===== config.mk =====
export PLATFORM = sky130hd
export DESIGN_NAME = bmp_row_unpack_nearest_scaler_top
export DESIGN_NICKNAME = d
export VERILOG_FILES = /design/src/bmpscl_pkg.sv /design/src/bmpscl_div.sv /design/src/bmp_row_unpack_nearest_scaler_top.sv
export SDC_FILE = /design/constraint.sdc
export NUM_CORES = 1
export LEC_CHECK = 0
export ABC_AREA = 0
export BUFFER_PORTS_ARGS = -buffer_cell sky130_fd_sc_hd__buf_2
export CAP_MARGIN = 25
export CORE_MARGIN = 8
export CORE_UTILIZATION = 25
export CTS_BUF_LIST = sky130_fd_sc_hd__clkbuf_16
export CTS_CLUSTER_DIAMETER = 150
export DETAILED_ROUTE_END_ITERATION = 12
export PLACE_DENSITY = 0.47
export SKIP_CTS_REPAIR_TIMING = 1
export SLEW_MARGIN = 20
export SYNTH_ARGS = -nofsm -noshare
export SYNTH_HDL_FRONTEND = slang
export SYNTH_SLANG_ARGS = --single-unit

===== constraint.sdc =====
create_clock -name aclk -period 12.3 [get_ports aclk]
set_input_delay 3.075 -clock aclk [delete_from_list [all_inputs] [get_ports aclk]]
set_output_delay 3.075 -clock aclk [all_outputs]
set_load 0.005 [all_outputs]

===== src/bmpscl_pkg.sv =====
// shared constants and types for the bmp row unpacker and nearest-neighbor scaler
package bmpscl_pkg;

    // fixed field widths
    localparam int CFG_W        = 13;
    localparam int CFG_IDX_W    = 3;
    localparam int BPP_W        = 3;
    localparam int ORG_X_W      = 9;
    localparam int ORG_Y_W      = 8;
    localparam int BYTE_W       = 8;
    localparam int RGB_W        = 24;
    localparam int POS_W        = 13;
    localparam int S_TDATA_W    = 8;
    localparam int M_FIELDS_W   = RGB_W + 2 * POS_W;
    localparam int M_TDATA_W    = ((M_FIELDS_W + 7) / 8) * 8;

    // image height is saturated to this many rows
    localparam int HEIGHT_LIMIT = 4096;

    // parameter defaults
    localparam int DEF_MAX_SOURCE_WIDTH = 4096;
    localparam int DEF_SCREEN_WIDTH     = 480;
    localparam int DEF_SCREEN_HEIGHT    = 240;

    // register value that selects 32-bit pixels
    localparam logic [BPP_W-1:0] BPP_FOUR = 3'd4;

    // configuration register indexes
    typedef enum logic [CFG_IDX_W-1:0] {
        CFG_SOURCE_WIDTH    = 3'd0,
        CFG_SOURCE_HEIGHT   = 3'd1,
        CFG_ROWS_TOP_DOWN   = 3'd2,
        CFG_BYTES_PER_PIXEL = 3'd3,
        CFG_ORIGIN_X        = 3'd4,
        CFG_ORIGIN_Y        = 3'd5
    } cfg_index_t;

    // byte sequencer states
    typedef enum logic [2:0] {
        ST_IDLE,
        ST_ROW_MAP,
        ST_ROW_WAIT,
        ST_PIX,
        ST_COL_WAIT,
        ST_STEP
    } state_t;

    // handshake between sequencer and divider
    typedef struct packed {
        logic start;
    } div_req_t;

    typedef struct packed {
        logic done;
    } div_rsp_t;

endpackage


===== src/bmpscl_div.sv =====
// restoring divider, one quotient bit per cycle
module bmpscl_div import bmpscl_pkg::*; #(
    parameter int DVD_W = 22,
    parameter int DVS_W = 13
) (
    input  logic             aclk,
    input  logic             aresetn,
    input  div_req_t         req,
    input  logic [DVD_W-1:0] dividend,
    input  logic [DVS_W-1:0] divisor,
    output div_rsp_t         rsp,
    output logic [DVD_W-1:0] quotient
);

    localparam int CNT_W = $clog2(DVD_W + 1);

    logic [DVD_W-1:0] quo_reg, quo_next;
    logic [DVS_W-1:0] rem_reg, rem_next;
    logic [DVS_W-1:0] dvs_reg, dvs_next;
    logic [CNT_W-1:0] cnt_reg, cnt_next;
    logic             busy_reg, busy_next;
    logic             done_reg, done_next;

    logic [DVS_W:0]   trial;
    logic [DVS_W:0]   diff;
    logic             fits;

    // one restoring step
    always_comb begin
        trial = {rem_reg, quo_reg[DVD_W-1]};
        diff  = trial - {1'b0, dvs_reg};
        fits  = (trial >= {1'b0, dvs_reg});
    end

    // iteration control
    always_comb begin
        quo_next  = quo_reg;
        rem_next  = rem_reg;
        dvs_next  = dvs_reg;
        cnt_next  = cnt_reg;
        busy_next = busy_reg;
        done_next = 1'b0;
        if (req.start) begin
            quo_next  = dividend;
            rem_next  = '0;
            dvs_next  = divisor;
            cnt_next  = CNT_W'(DVD_W);
            busy_next = 1'b1;
        end else if (busy_reg) begin
            rem_next = fits ? diff[DVS_W-1:0] : trial[DVS_W-1:0];
            quo_next = {quo_reg[DVD_W-2:0], fits};
            cnt_next = cnt_reg - 1'b1;
            if (cnt_reg == CNT_W'(1)) begin
                busy_next = 1'b0;
                done_next = 1'b1;
            end
        end
    end

    // control registers
    always_ff @(posedge aclk) begin
        if (!aresetn) begin
            cnt_reg  <= '0;
            busy_reg <= 1'b0;
            done_reg <= 1'b0;
        end else begin
            cnt_reg  <= cnt_next;
            busy_reg <= busy_next;
            done_reg <= done_next;
        end
    end

    // datapath registers
    always_ff @(posedge aclk) begin
        quo_reg <= quo_next;
        rem_reg <= rem_next;
        dvs_reg <= dvs_next;
    end

    assign rsp.done = done_reg;
    assign quotient = quo_reg;

    // done only closes a running division
    assert property (@(posedge aclk) disable iff (!aresetn)
        done_reg |-> $past(busy_reg))
        else $error("divider done without a running division");

    // a start never lands on a running division
    assert property (@(posedge aclk) disable iff (!aresetn)
        req.start |-> !busy_reg)
        else $error("divider restarted while busy");

    // the count runs out exactly when busy falls
    assert property (@(posedge aclk) disable iff (!aresetn)
        $fell(busy_reg) |-> done_reg && cnt_reg == '0)
        else $error("divider finished with a wrong count");

endmodule


===== src/bmp_row_unpack_nearest_scaler_top.sv =====
// bmp pixel byte unpacker with nearest-neighbor downscale onto a fixed screen
// A byte passes through accept, decode and update steps; update waits while a due
// pixel meets a stalled output. The first byte of a row also maps the target row,
// and the red byte of a drawn row that still owes target columns maps its column;
// both go through one shared restoring divider that resolves one quotient bit per cycle.
// A result is registered onto the m_ side in the cycle after its red byte completes.
// aresetn is synchronous, active low: config registers take defaults, counters clear.
module bmp_row_unpack_nearest_scaler_top import bmpscl_pkg::*; #(
    parameter int MAX_SOURCE_WIDTH = DEF_MAX_SOURCE_WIDTH,
    parameter int SCREEN_WIDTH     = DEF_SCREEN_WIDTH,
    parameter int SCREEN_HEIGHT    = DEF_SCREEN_HEIGHT
) (
    input  logic                 aclk,
    input  logic                 aresetn,
    // configuration writes
    input  logic                 cfg_wr_en,
    input  logic [CFG_IDX_W-1:0] cfg_index,
    input  logic [CFG_W-1:0]     cfg_wdata,
    // input bytes
    input  logic                 s_tvalid,
    output logic                 s_tready,
    input  logic [S_TDATA_W-1:0] s_tdata,   // [7:0] data_byte
    // output pixels
    output logic                 m_tvalid,
    input  logic                 m_tready,
    output logic [M_TDATA_W-1:0] m_tdata,   // [23:0] pixel_rgb, [36:24] screen_x,
                                            // [49:37] screen_y, zero above
    output logic                 m_tlast,   // row_end
    output logic [0:0]           m_tuser    // [0] image_end
);

    localparam int EW_W  = $clog2(MAX_SOURCE_WIDTH + 1);
    localparam int EH_W  = $clog2(HEIGHT_LIMIT + 1);
    localparam int ROW_W = $clog2(HEIGHT_LIMIT);
    localparam int COL_W = EW_W;
    localparam int BIR_W = EW_W + 2;
    localparam int TW_W  = $clog2(SCREEN_WIDTH + 1);
    localparam int TH_W  = $clog2(SCREEN_HEIGHT + 1);
    localparam int TR_W  = $clog2(SCREEN_HEIGHT);
    localparam int TC_W  = TW_W;
    localparam int ROW_PROD_W = ROW_W + TH_W;
    localparam int COL_PROD_W = TC_W + EW_W;
    localparam int DVD_W = (ROW_PROD_W > COL_PROD_W) ? ROW_PROD_W : COL_PROD_W;
    localparam int DVS_W = (EH_W > TW_W) ? EH_W : TW_W;
    localparam int PAD_W = M_TDATA_W - M_FIELDS_W;

    // configuration registers
    logic [CFG_W-1:0]   src_w_reg;
    logic [CFG_W-1:0]   src_h_reg;
    logic               top_down_reg;
    logic [BPP_W-1:0]   bpp_reg;
    logic [ORG_X_W-1:0] org_x_reg;
    logic [ORG_Y_W-1:0] org_y_reg;

    // sequencer and image state
    state_t             state_reg, state_next;
    logic [BYTE_W-1:0]  byte_reg, byte_next;
    logic [1:0]         bip_reg, bip_next;
    logic [BIR_W-1:0]   bir_reg, bir_next;
    logic [COL_W-1:0]   sc_reg, sc_next;
    logic [ROW_W-1:0]   srow_reg, srow_next;
    logic [BYTE_W-1:0]  blue_reg, blue_next;
    logic [BYTE_W-1:0]  green_reg, green_next;
    logic [TC_W-1:0]    ntc_reg, ntc_next;
    logic [TR_W-1:0]    ctr_reg, ctr_next;
    logic               drawn_reg, drawn_next;
    logic [TR_W-1:0]    last_row_reg, last_row_next;
    logic               any_drawn_reg, any_drawn_next;
    logic               emit_reg, emit_next;

    // output register
    logic               m_valid_reg, m_valid_next;
    logic [RGB_W-1:0]   m_rgb_reg, m_rgb_next;
    logic [POS_W-1:0]   m_x_reg, m_x_next;
    logic [POS_W-1:0]   m_y_reg, m_y_next;
    logic               m_row_end_reg, m_row_end_next;
    logic               m_img_end_reg, m_img_end_next;

    // derived image geometry
    logic [EW_W-1:0]    eff_w;
    logic [EH_W-1:0]    eff_h;
    logic               bpp_four;
    logic [EW_W+1:0]    pix_bytes;
    logic [EW_W+1:0]    row_bytes_up;
    logic [BIR_W-1:0]   row_size;
    logic [TW_W-1:0]    tw;
    logic [TH_W-1:0]    th;
    logic               scaled;
    logic [ROW_W-1:0]   srow_fix;
    logic [ROW_W-1:0]   dy;
    logic [TR_W-1:0]    tr_q;
    logic               clipped;
    logic               row_end_c;
    logic               row_last_c;
    logic               out_blocked;

    // divider hookup
    div_req_t           div_req;
    div_rsp_t           div_rsp;
    logic [DVD_W-1:0]   div_dividend;
    logic [DVS_W-1:0]   div_divisor;
    logic [DVD_W-1:0]   div_quo;

    // configuration write decode
    always_ff @(posedge aclk) begin
        if (!aresetn) begin
            src_w_reg    <= CFG_W'(1);
            src_h_reg    <= CFG_W'(1);
            top_down_reg <= 1'b0;
            bpp_reg      <= BPP_W'(3);
            org_x_reg    <= '0;
            org_y_reg    <= '0;
        end else if (cfg_wr_en) begin
            unique case (cfg_index_t'(cfg_index))
                CFG_SOURCE_WIDTH:    src_w_reg    <= cfg_wdata;
                CFG_SOURCE_HEIGHT:   src_h_reg    <= cfg_wdata;
                CFG_ROWS_TOP_DOWN:   top_down_reg <= cfg_wdata[0];
                CFG_BYTES_PER_PIXEL: bpp_reg      <= cfg_wdata[BPP_W-1:0];
                CFG_ORIGIN_X:        org_x_reg    <= cfg_wdata[ORG_X_W-1:0];
                CFG_ORIGIN_Y:        org_y_reg    <= cfg_wdata[ORG_Y_W-1:0];
                default: ;
            endcase
        end
    end

    // saturated width and height, row stride, target size
    always_comb begin
        if (src_w_reg == '0) begin
            eff_w = EW_W'(1);
        end else if (32'(src_w_reg) > MAX_SOURCE_WIDTH) begin
            eff_w = EW_W'(MAX_SOURCE_WIDTH);
        end else begin
            eff_w = EW_W'(src_w_reg);
        end
        if (src_h_reg == '0) begin
            eff_h = EH_W'(1);
        end else if (32'(src_h_reg) > HEIGHT_LIMIT) begin
            eff_h = EH_W'(HEIGHT_LIMIT);
        end else begin
            eff_h = EH_W'(src_h_reg);
        end
        bpp_four     = (bpp_reg == BPP_FOUR);
        pix_bytes    = bpp_four ? {eff_w, 2'b00}
                                : ({1'b0, eff_w, 1'b0} + {2'b00, eff_w});
        row_bytes_up = pix_bytes + (EW_W + 2)'(3);
        row_size     = {row_bytes_up[EW_W+1:2], 2'b00};
        tw     = (32'(eff_w) > SCREEN_WIDTH) ? TW_W'(SCREEN_WIDTH) : TW_W'(eff_w);
        th     = (32'(eff_h) > SCREEN_HEIGHT) ? TH_W'(SCREEN_HEIGHT) : TH_W'(eff_h);
        scaled = (32'(eff_w) > SCREEN_WIDTH) || (32'(eff_h) > SCREEN_HEIGHT);
    end

    // display row of the row being started
    always_comb begin
        srow_fix = (32'(srow_reg) >= 32'(eff_h)) ? '0 : srow_reg;
        dy       = top_down_reg ? srow_fix : ROW_W'(eff_h - EH_W'(1) - EH_W'(srow_fix));
        tr_q     = div_quo[TR_W-1:0];
        clipped  = (32'(org_y_reg) + 32'(tr_q)) >= SCREEN_HEIGHT;
    end

    // end of row and end of image flags for the pixel in flight
    always_comb begin
        row_end_c = (32'(ntc_reg) + 32'd1) >= 32'(tw);
        if (!top_down_reg) begin
            row_last_c = (ctr_reg == '0);
        end else begin
            row_last_c = ((32'(ctr_reg) + 32'd1) >= 32'(th))
                || (scaled && (32'(org_y_reg) + 32'(ctr_reg) + 32'd1) >= SCREEN_HEIGHT);
        end
        out_blocked = m_valid_reg && !m_tready;
    end

    // sequencer: next state and datapath updates
    always_comb begin
        state_next     = state_reg;
        byte_next      = byte_reg;
        bip_next       = bip_reg;
        bir_next       = bir_reg;
        sc_next        = sc_reg;
        srow_next      = srow_reg;
        blue_next      = blue_reg;
        green_next     = green_reg;
        ntc_next       = ntc_reg;
        ctr_next       = ctr_reg;
        drawn_next     = drawn_reg;
        last_row_next  = last_row_reg;
        any_drawn_next = any_drawn_reg;
        emit_next      = emit_reg;
        m_valid_next   = m_valid_reg;
        m_rgb_next     = m_rgb_reg;
        m_x_next       = m_x_reg;
        m_y_next       = m_y_reg;
        m_row_end_next = m_row_end_reg;
        m_img_end_next = m_img_end_reg;
        div_req.start  = 1'b0;
        div_dividend   = '0;
        div_divisor    = '0;
        s_tready       = 1'b0;

        // output beat taken
        if (m_valid_reg && m_tready) begin
            m_valid_next = 1'b0;
        end

        unique case (state_reg)
            ST_IDLE: begin
                s_tready = 1'b1;
                if (s_tvalid) begin
                    byte_next  = s_tdata[BYTE_W-1:0];
                    state_next = (bir_reg == '0) ? ST_ROW_MAP : ST_PIX;
                end
            end
            // new row: wrap past the last row, then map display row to target row
            ST_ROW_MAP: begin
                if (32'(srow_reg) >= 32'(eff_h)) begin
                    srow_next      = '0;
                    any_drawn_next = 1'b0;
                end
                div_req.start = 1'b1;
                div_dividend  = DVD_W'(dy * th);
                div_divisor   = DVS_W'(eff_h);
                state_next    = ST_ROW_WAIT;
            end
            // target row known: decide drawn, duplicate or clipped
            ST_ROW_WAIT: begin
                if (div_rsp.done) begin
                    if (scaled) begin
                        drawn_next     = !((any_drawn_reg && tr_q == last_row_reg) || clipped);
                        any_drawn_next = 1'b1;
                        last_row_next  = tr_q;
                    end else begin
                        drawn_next = 1'b1;
                    end
                    ctr_next   = tr_q;
                    ntc_next   = '0;
                    state_next = ST_PIX;
                end
            end
            // red byte of a drawn row: find the source column of the next target column; other bytes go to the step
            ST_PIX: begin
                emit_next = 1'b0;
                if ((32'(sc_reg) < 32'(eff_w)) && bip_reg == 2'd2 && drawn_reg
                        && (32'(ntc_reg) < 32'(tw))) begin
                    div_req.start = 1'b1;
                    div_dividend  = DVD_W'(ntc_reg * eff_w);
                    div_divisor   = DVS_W'(tw);
                    state_next    = ST_COL_WAIT;
                end else begin
                    state_next = ST_STEP;
                end
            end
            ST_COL_WAIT: begin
                if (div_rsp.done) begin
                    emit_next  = (div_quo[COL_W-1:0] == sc_reg);
                    state_next = ST_STEP;
                end
            end
            // emit if due, then advance the byte, pixel and row counters
            ST_STEP: begin
                if (!(emit_reg && out_blocked)) begin
                    if (emit_reg) begin
                        m_valid_next   = 1'b1;
                        m_rgb_next     = {byte_reg, green_reg, blue_reg};
                        m_x_next       = POS_W'(org_x_reg) + POS_W'(ntc_reg);
                        m_y_next       = POS_W'(org_y_reg) + POS_W'(ctr_reg);
                        m_row_end_next = row_end_c;
                        m_img_end_next = row_end_c && row_last_c;
                        ntc_next       = ntc_reg + 1'b1;
                    end
                    if (32'(sc_reg) < 32'(eff_w)) begin
                        if (bip_reg == 2'd0) begin
                            blue_next = byte_reg;
                        end
                        if (bip_reg == 2'd1) begin
                            green_next = byte_reg;
                        end
                        if ((32'(bip_reg) + 32'd1) >= (bpp_four ? 32'd4 : 32'd3)) begin
                            bip_next = '0;
                            sc_next  = sc_reg + 1'b1;
                        end else begin
                            bip_next = bip_reg + 1'b1;
                        end
                    end
                    bir_next = bir_reg + 1'b1;
                    if ((32'(bir_reg) + 32'd1) >= 32'(row_size)) begin
                        bir_next = '0;
                        bip_next = '0;
                        sc_next  = '0;
                        if ((32'(srow_reg) + 32'd1) >= 32'(eff_h)) begin
                            srow_next      = '0;
                            any_drawn_next = 1'b0;
                        end else begin
                            srow_next = srow_reg + 1'b1;
                        end
                    end
                    state_next = ST_IDLE;
                end
            end
            default: state_next = ST_IDLE;
        endcase
    end

    // state register
    always_ff @(posedge aclk) begin
        if (!aresetn) begin
            state_reg <= ST_IDLE;
        end else begin
            state_reg <= state_next;
        end
    end

    // image state and output valid
    always_ff @(posedge aclk) begin
        if (!aresetn) begin
            bip_reg       <= '0;
            bir_reg       <= '0;
            sc_reg        <= '0;
            srow_reg      <= '0;
            blue_reg      <= '0;
            green_reg     <= '0;
            ntc_reg       <= '0;
            ctr_reg       <= '0;
            drawn_reg     <= 1'b0;
            last_row_reg  <= '0;
            any_drawn_reg <= 1'b0;
            emit_reg      <= 1'b0;
            m_valid_reg   <= 1'b0;
        end else begin
            bip_reg       <= bip_next;
            bir_reg       <= bir_next;
            sc_reg        <= sc_next;
            srow_reg      <= srow_next;
            blue_reg      <= blue_next;
            green_reg     <= green_next;
            ntc_reg       <= ntc_next;
            ctr_reg       <= ctr_next;
            drawn_reg     <= drawn_next;
            last_row_reg  <= last_row_next;
            any_drawn_reg <= any_drawn_next;
            emit_reg      <= emit_next;
            m_valid_reg   <= m_valid_next;
        end
    end

    // payload registers
    always_ff @(posedge aclk) begin
        byte_reg      <= byte_next;
        m_rgb_reg     <= m_rgb_next;
        m_x_reg       <= m_x_next;
        m_y_reg       <= m_y_next;
        m_row_end_reg <= m_row_end_next;
        m_img_end_reg <= m_img_end_next;
    end

    // shared divider for row and column mapping
    bmpscl_div #(
        .DVD_W (DVD_W),
        .DVS_W (DVS_W)
    ) u_div (
        .aclk     (aclk),
        .aresetn  (aresetn),
        .req      (div_req),
        .dividend (div_dividend),
        .divisor  (div_divisor),
        .rsp      (div_rsp),
        .quotient (div_quo)
    );

    assign m_tvalid = m_valid_reg;
    assign m_tdata  = {{PAD_W{1'b0}}, m_y_reg, m_x_reg, m_rgb_reg};
    assign m_tlast  = m_row_end_reg;
    assign m_tuser  = m_img_end_reg;

    // an accepted byte always leaves idle
    assert property (@(posedge aclk) disable iff (!aresetn)
        s_tvalid && s_tready |=> state_reg != ST_IDLE)
        else $error("accepted byte did not start the sequencer");

    // divider results only arrive while the sequencer waits for them
    assert property (@(posedge aclk) disable iff (!aresetn)
        div_rsp.done |-> state_reg == ST_ROW_WAIT || state_reg == ST_COL_WAIT)
        else $error("divider result with no waiting state");

    // a pixel is only loaded for a drawn row
    assert property (@(posedge aclk) disable iff (!aresetn)
        state_reg == ST_STEP && emit_reg |-> drawn_reg)
        else $error("pixel emitted on a row that is not drawn");

    // a pending pixel is never overwritten before it is taken
    assert property (@(posedge aclk) disable iff (!aresetn)
        state_reg == ST_STEP && emit_reg && m_valid_reg && !m_tready |=> state_reg == ST_STEP)
        else $error("output register overwritten while stalled");

endmodule

# Yosys cells after proc, flatten, opt, wreduce, memory -nomap -nowiden
# Index checks and enable logic that the tools add are counted.
# totals
ff_bits	252
output_inout_bits	60
elab_cells	212
inputBits	29
# op_classes
n_mul	2
eq_ne	25
n_reduce_logical	50
add_sub_neg	21
n_lt_le_gt_ge	15
n_mux	63
n_bitwise	3
# ops
op	n
$mux W13	8
$mux W22	3
$mux W12	5
$mux W9	5
$pmux W22 S2	1
$mux W15	2
$add A8 B8 Y9	3
$gt A13 B13 Y1 const B	2
$logic_not A13 Y1	2
$pmux W13 S2	1
$pmux W12 S2	1
$mul A9 B13 Y22	1
$add A9 B1 Y10 const B	2
$mul A12 B8 Y20	1
$mux W1	20
$reduce_and A2 Y1	10
$reduce_and A4 Y1	5
$pmux W3 S6	1
$pmux W9 S2	1
$add A15 B1 Y16 const B	1
$ge A16 B15 Y1	1
$add A14 B13 Y15	1
$add A15 B1 Y15 const B	1
$add A15 B2 Y15 const B	1
other kinds (54)	100

# Longest topological paths before layout
# logic_depth
word_depth	10
depth_mapped	44
mapped_depth_nobuf	43

# By module
# Synthesis repeated with hierarchy kept, for this count alone.
# unflattened
cells_unflattened	2580
area_unflattened_um2	22414.0
# by_module_without_submodules
mod	area_each_um2	cells_each	instances	seq_area_each_um2
bmp_row_unpack_nearest_scaler_top	19563.8	2335	1	4334.2
bmpscl_div	2850.2	245	1	1451.4

# Worst setup path before layout
# No wires, ideal clock.
# synth_timing
kind	register to register
start	reg src_h_reg[8]
end	reg u_div.quo_reg[19], in the netlist u_div.quotient[19], data pin
period_less_slack_ps	9239
n_path_buf	1
path_stages_with_launch	45
arrival_time_ps	8975
required_ps	12036
setup_slack_ps	3061
setup_time_ps	264
path_cell_list	dfxtp_1 or4_1 nor2_1 a21oi_1 nor2_1 ha_1 nand2b_1 a21o_1 a21o_1 a2111oi_4 o31ai_4 nand2_4 buf_2 nand2_1 ha_1 inv_1 fa_1 nor2b_1 (+9 left out) fa_1 inv_1 fa_1 fa_1 inv_1 fa_1 inv_1 ha_1 a21o_1 a21o_1 a21oi_1 nor2b_1 a41o_1 o41ai_1 o21ai_0 xnor2_1 a22oi_1 o21ai_0
# synth_via
elab_chain_cells	10
elab_cells_between_ends	14
classes_between	add/sub: 2; mul: 1; order compare: 3; mux: 7; reduce/logical: 1
# synth_rtl
element	line_no	source
from (decl)	bmp_row_unpack_nearest_scaler_top.sv:49	logic [CFG_W-1:0] src_h_reg;
from (signal assigned)	bmp_row_unpack_nearest_scaler_top.sv:116	CFG_SOURCE_HEIGHT: src_h_reg <= cfg_wdata;
$gt A13 B13 Y1	bmp_row_unpack_nearest_scaler_top.sv:137	end else if (32'(src_h_reg) > HEIGHT_LIMIT) begin
$mux W13	bmp_row_unpack_nearest_scaler_top.sv:137	
$mux W13 (*)	bmp_row_unpack_nearest_scaler_top.sv:135	if (src_h_reg == '0) begin
$ge A12 B13 Y1	bmp_row_unpack_nearest_scaler_top.sv:154	srow_fix = (32'(srow_reg) >= 32'(eff_h)) ? '0 : srow_reg;
$mux W12	n/a	
$sub A12 B12 Y12	bmp_row_unpack_nearest_scaler_top.sv:155	dy = top_down_reg ? srow_fix : ROW_W'(eff_h - EH_W'(1) - EH_W'(srow_fix));
$mux W12	bmp_row_unpack_nearest_scaler_top.sv:155	
$mul A12 B8 Y20 (*)	bmp_row_unpack_nearest_scaler_top.sv:219	div_dividend = DVD_W'(dy * th);
$pmux W22 S2 (*)	bmp_row_unpack_nearest_scaler_top.sv:204	unique case (state_reg)
$mux W22 (*)	bmpscl_div.sv:43	if (req.start) begin
named net u_div.quo_next[19]	bmpscl_div.sv:17	logic [DVD_W-1:0] quo_reg, quo_next;
to (signal assigned)	bmpscl_div.sv:75	quo_reg <= quo_next;
to (decl)	bmpscl_div.sv:17	
# The timed path passes the listed nets; every way through them passes the cells marked *.
# A chain may end at the register's enable or synchronous reset.

# Worst setup path in the final report
# Ends and elaborated chain as after synthesis.

==> impl_results.html <==
<table>
<tr><th>Metric</th><th>Value</th></tr>
<tr><th colspan="2">Critical path</th></tr>
<tr><td>Data arrival time of the critical path</td><td>10.51 ns</td></tr>
<tr><td>Worst-path fanout max</td><td>19</td></tr>
<tr><td>Critical path's largest stage delay</td><td>0.58 ns</td></tr>
<tr><td>Kind of capture point of the worst setup path</td><td>register</td></tr>
<tr><td>Reg2reg path depth</td><td>43</td></tr>
<tr><td>R2R setup slack</td><td>2.09 ns</td></tr>
<tr><td>Critical-path top delay cell</td><td>or4_1</td></tr>
<tr><td>Launching element type of the critical path</td><td>register</td></tr>
<tr><td>Data required, critical path</td><td>12.60 ns</td></tr>
<tr><td>Critical path class</td><td>reg -&gt; reg</td></tr>
<tr><th colspan="2">Yosys</th></tr>
<tr><td>Top cells by area, synth</td><td>dfxtp_1 (14%), ha_1 (14%), fa_1 (13%)</td></tr>
<tr><td>Sequential area share after synthesis</td><td>0.262</td></tr>
<tr><td>Average instance area after synthesis</td><td>8.68 um2</td></tr>
<tr><td>Seq cells post-synth</td><td>245</td></tr>
<tr><td>Number of unique standard cell types used by synthesis</td><td>84</td></tr>
<tr><td>Number of warning messages in the yosys log</td><td>0</td></tr>
<tr><td>Count of flip-flops with a built-in enable after synthesis</td><td>88</td></tr>
<tr><td>Async set or reset register ratio after synthesis</td><td>0</td></tr>
<tr><td>Predominant post-synthesis flop cell</td><td>dfxtp_1</td></tr>
<tr><td>Synthesized netlist cell count</td><td>2547</td></tr>
<tr><td>Yosys top cell by area</td><td>dfxtp_1</td></tr>
<tr><td>Post-synthesis cell area</td><td>22100 um2</td></tr>
<tr><td>Proportion of netlist area held by the largest area contributor</td><td>0.142</td></tr>
<tr><th colspan="2">Final layout</th></tr>
<tr><td>Syn-to-layout area delta</td><td>12.5%</td></tr>
<tr><td>Largest register FFs</td><td>24</td></tr>
<tr><td>NumNets Final</td><td>3021</td></tr>
<tr><td>Total non-filler cell area in the finished layout</td><td>24900 um2</td></tr>
<tr><td>Commonest cells after routing, fill and taps aside</td><td>nand2_1 (340), inv_1 (248), ha_1 (248)</td></tr>
<tr><td>Most common library cell in the layout ignoring fill and taps</td><td>nand2_1</td></tr>
<tr><td>Fraction of final layout cells sized beyond drive strength 1</td><td>0.0796</td></tr>
<tr><td>Total of fill cells in the finished design</td><td>9461</td></tr>
<tr><td>Post-Route Utilization</td><td>0.283</td></tr>
<tr><th colspan="2">Power</th></tr>
<tr><td>Share of power burned in the clock network</td><td>0.379</td></tr>
<tr><td>Sequential share of power</td><td>0.392</td></tr>
<tr><td>Switching Share</td><td>0.316</td></tr>
<tr><td>Net switching component of the power</td><td>0.763 mW</td></tr>
<tr><td>P_leak</td><td>11.4 nW</td></tr>
<tr><td>Logic gate share of total power</td><td>0.229</td></tr>
<tr><td>Power density normalized to cell area</td><td>97.1 nW/um2</td></tr>
<tr><td>Internal power consumption</td><td>1.65 mW</td></tr>
<tr><td>Maximum VDD drop</td><td>109 uV</td></tr>
<tr><th colspan="2">Drt</th></tr>
<tr><td>Average detailed-routed wire length per instance</td><td>17.1 um</td></tr>
<tr><td>Detailed Route WL</td><td>64.7 mm</td></tr>
<tr><td>Number of nets still failing antenna checks after routing</td><td>0</td></tr>
<tr><td>Number of optimization iterations in the first detailed-route pass</td><td>5</td></tr>
<tr><td>Vias per cell</td><td>4.60</td></tr>
<tr><td>Drt first-iter violations</td><td>959</td></tr>
<tr><td>DRC errors left</td><td>0</td></tr>
<tr><td>Vias</td><td>17435</td></tr>
<tr><th colspan="2">Floorplan</th></tr>
<tr><td>DIE WIDTH</td><td>313 um</td></tr>
<tr><td>Die outline area</td><td>98200 um2</td></tr>
<tr><td>Core outline area</td><td>88000 um2</td></tr>
<tr><td>Starting density of the core</td><td>0.251</td></tr>
<tr><td>Core Rows</td><td>109</td></tr>
<tr><td>Number of top-level design ports</td><td>89</td></tr>
<tr><td>DIE HEIGHT</td><td>313 um</td></tr>
<tr><th colspan="2">Timing</th></tr>
<tr><td>Post-route minimum period</td><td>10.21 ns</td></tr>
<tr><td>Setup slack of the critical path after layout</td><td>2.09 ns</td></tr>
<tr><td>Headroom to the max-slew limit</td><td>0.347</td></tr>
<tr><td>Highest achievable clock rate</td><td>98.0 MHz</td></tr>
<tr><td>Setup violations, final</td><td>0</td></tr>
<tr><td>Post-route setup TNS</td><td>0 ns</td></tr>
<tr><td>Count of pins over their slew limit</td><td>0</td></tr>
<tr><td>Slew at the pin with the worst max-slew slack</td><td>0.976 ns</td></tr>
<tr><td>Post-route clock period utilization</td><td>0.830</td></tr>
<tr><td>Number of hold violations in the final report</td><td>0</td></tr>
<tr><td>RSZ-0062 raised after global routing</td><td>false</td></tr>
<tr><td>Skew final</td><td>0.0251 ns</td></tr>
<tr><th colspan="2">Min path</th></tr>
<tr><td>Depth of the worst hold-timing path</td><td>0</td></tr>
<tr><td>Type of the tightest min-delay check</td><td>reg -&gt; reg</td></tr>
<tr><th colspan="2">Placed design</th></tr>
<tr><td>Worst Setup Slack post-DPL</td><td>2.15 ns</td></tr>
<tr><td>Number of buffers added on ports</td><td>75</td></tr>
<tr><td>Total cell area at the placement stage</td><td>23800 um2</td></tr>
<tr><td>Final estimated routing congestion in global placement</td><td>0.849</td></tr>
<tr><td>Detailed placement HPWL</td><td>50.9 mm</td></tr>
<tr><th colspan="2">Run status</th></tr>
<tr><td>Outcome</td><td>complete, no violations</td></tr>
<tr><th colspan="2">Global route</th></tr>
<tr><td>Wire length of the first global-routing pass</td><td>103 mm</td></tr>
<tr><td>Overall fraction of global-route tracks in use</td><td>0.130</td></tr>
<tr><td>Leftover overflow at the end of global routing</td><td>0</td></tr>
<tr><td>Antenna violations before repair</td><td>0</td></tr>
<tr><td>Vias in the first global route</td><td>17674</td></tr>
<tr><td>Largest net degree at the start of global routing</td><td>89</td></tr>
<tr><th colspan="2">Clock network</th></tr>
<tr><td>Root Buffer</td><td>clkbuf_16</td></tr>
<tr><td>H-tree Lvls</td><td>1</td></tr>
<tr><td>CTS tree</td><td>yes</td></tr>
<tr><td>Cts bufs inserted</td><td>31</td></tr>
<tr><td>Register clock-pin slew on the reported worst setup and hold paths</td><td>0.06 ns</td></tr>
<tr><td>Insertion delay to the later sink of the worst-skew pair</td><td>0.59 ns</td></tr>
<tr><td>Maximum number of buffers from clock root to sink</td><td>3</td></tr>
<tr><td>Clock sink total</td><td>245</td></tr>
<tr><th colspan="2">Run</th></tr>
<tr><td>Reported max-cap violation count</td><td>0</td></tr>
</table>
-- critical path, delay by kind of cell, from the launching register on --
| kind | cells | cell delay, ns |
|---|---|---|
| AO/OA/AOI/OAI | 19 | 4.08 |
| XOR/XNOR | 2 | 0.24 |
| adder cells (fa/ha/maj) | 8 | 3.00 |
| buffers and inverters | 4 | 0.24 |
| flip-flops | 1 | 0.33 |
| AND/OR/NAND/NOR | 10 | 2.02 |
-- logic make-up (layout without fill, tap and decap cells) --
family,count (synthesis),after routing,share of synthesized area
mux,38,38,0.0173
compound gates,481,481,0.140
other cells,1,14,0.000170
xor+xnor,153,153,0.0606
simple gates,884,884,0.185
buf+inv,352,417,0.0630
fa+ha+maj,393,393,0.272
flops,245,245,0.262
-- per-layer routing --
layer	up-vias	routed length (um)	GRT usage
met5	-	0	0
met4	0	1730	0.0374
met3	73	2660	0.0146
met2	326	29500	0.215
met1	8392	30800	0.179
li1	8644	-	-
-- per-stage QoR --
stage,cells,power [mW],hold slack [ns]
after global placement,3729,1.52,0.411
after detailed placement,3729,1.51,0.415
after floorplan,2559,1.36,0.408
after global routing,3789,2.55,0.437
after CTS,3787,2.44,0.426
final,3790,2.41,0.420
-- final timing paths --
kind	from	to
setup / recovery	src_h_reg[8]	u_div.quotient[19]
setup reg to reg	src_h_reg[8]	u_div.quotient[19]
hold reg to reg	blue_reg[4]	m_rgb_reg[4]
hold / removal	blue_reg[4]	m_rgb_reg[4]
-- final cells by class --
type / count / area, um2 / area share
tap: 1165 / 1460 / 0.0586
inverter: 249 / 935 / 0.0376
sequential: 245 / 5790 / 0.233
multi-input combinational: 1962 / 15000 / 0.603
antenna: 1 / 2.50 / 0.000101
clock inverter: 23 / 154 / 0.00619
timing repair buffer: 110 / 666 / 0.0268
clock buffer: 35 / 876 / 0.0352
-- power by group through the flow --
stage          sequential, mW  clock (mW)  combinational (mW)
6_report                0.947       0.914               0.552
2_1_floorplan           0.940           0               0.417
5_1_grt                 0.953       0.974               0.623
4_1_cts                 0.946       0.942               0.554
3_3_place_gp            0.964           0               0.551
3_5_place_dp            0.963           0               0.551
-- Yosys cell counts, types with 4 or more instances --
cell type and n:
nor4_1 11, nand4_1 20, o21bai_1 17, o21a_1 21, and2_1 48, xor2_1 62, dfxtp_1 157, o21ai_1 14
nand2_1 340, nor3_1 27, nor2b_1 39, nor2_1 240, or3_1 8, a21boi_0 26, a22oi_1 11, or2_2 12
a21oi_1 155, a22o_1 7, nand2b_1 37, edfxtp_1 88, a211oi_1 17, buf_4 14, o22ai_1 9, and4_1 4
o21ai_0 88, and3_1 18, buf_2 14, clkinv_1 4, fa_1 145, ha_1 248, inv_1 243, nand3_1 47
xnor2_1 91, clkbuf_1 72, a221o_1 8, nor3b_1 6, a31oi_1 20, a21o_1 49, mux2i_1 37, nor4b_1 6
No activity file was read; power rests on OpenSTA's default activity.
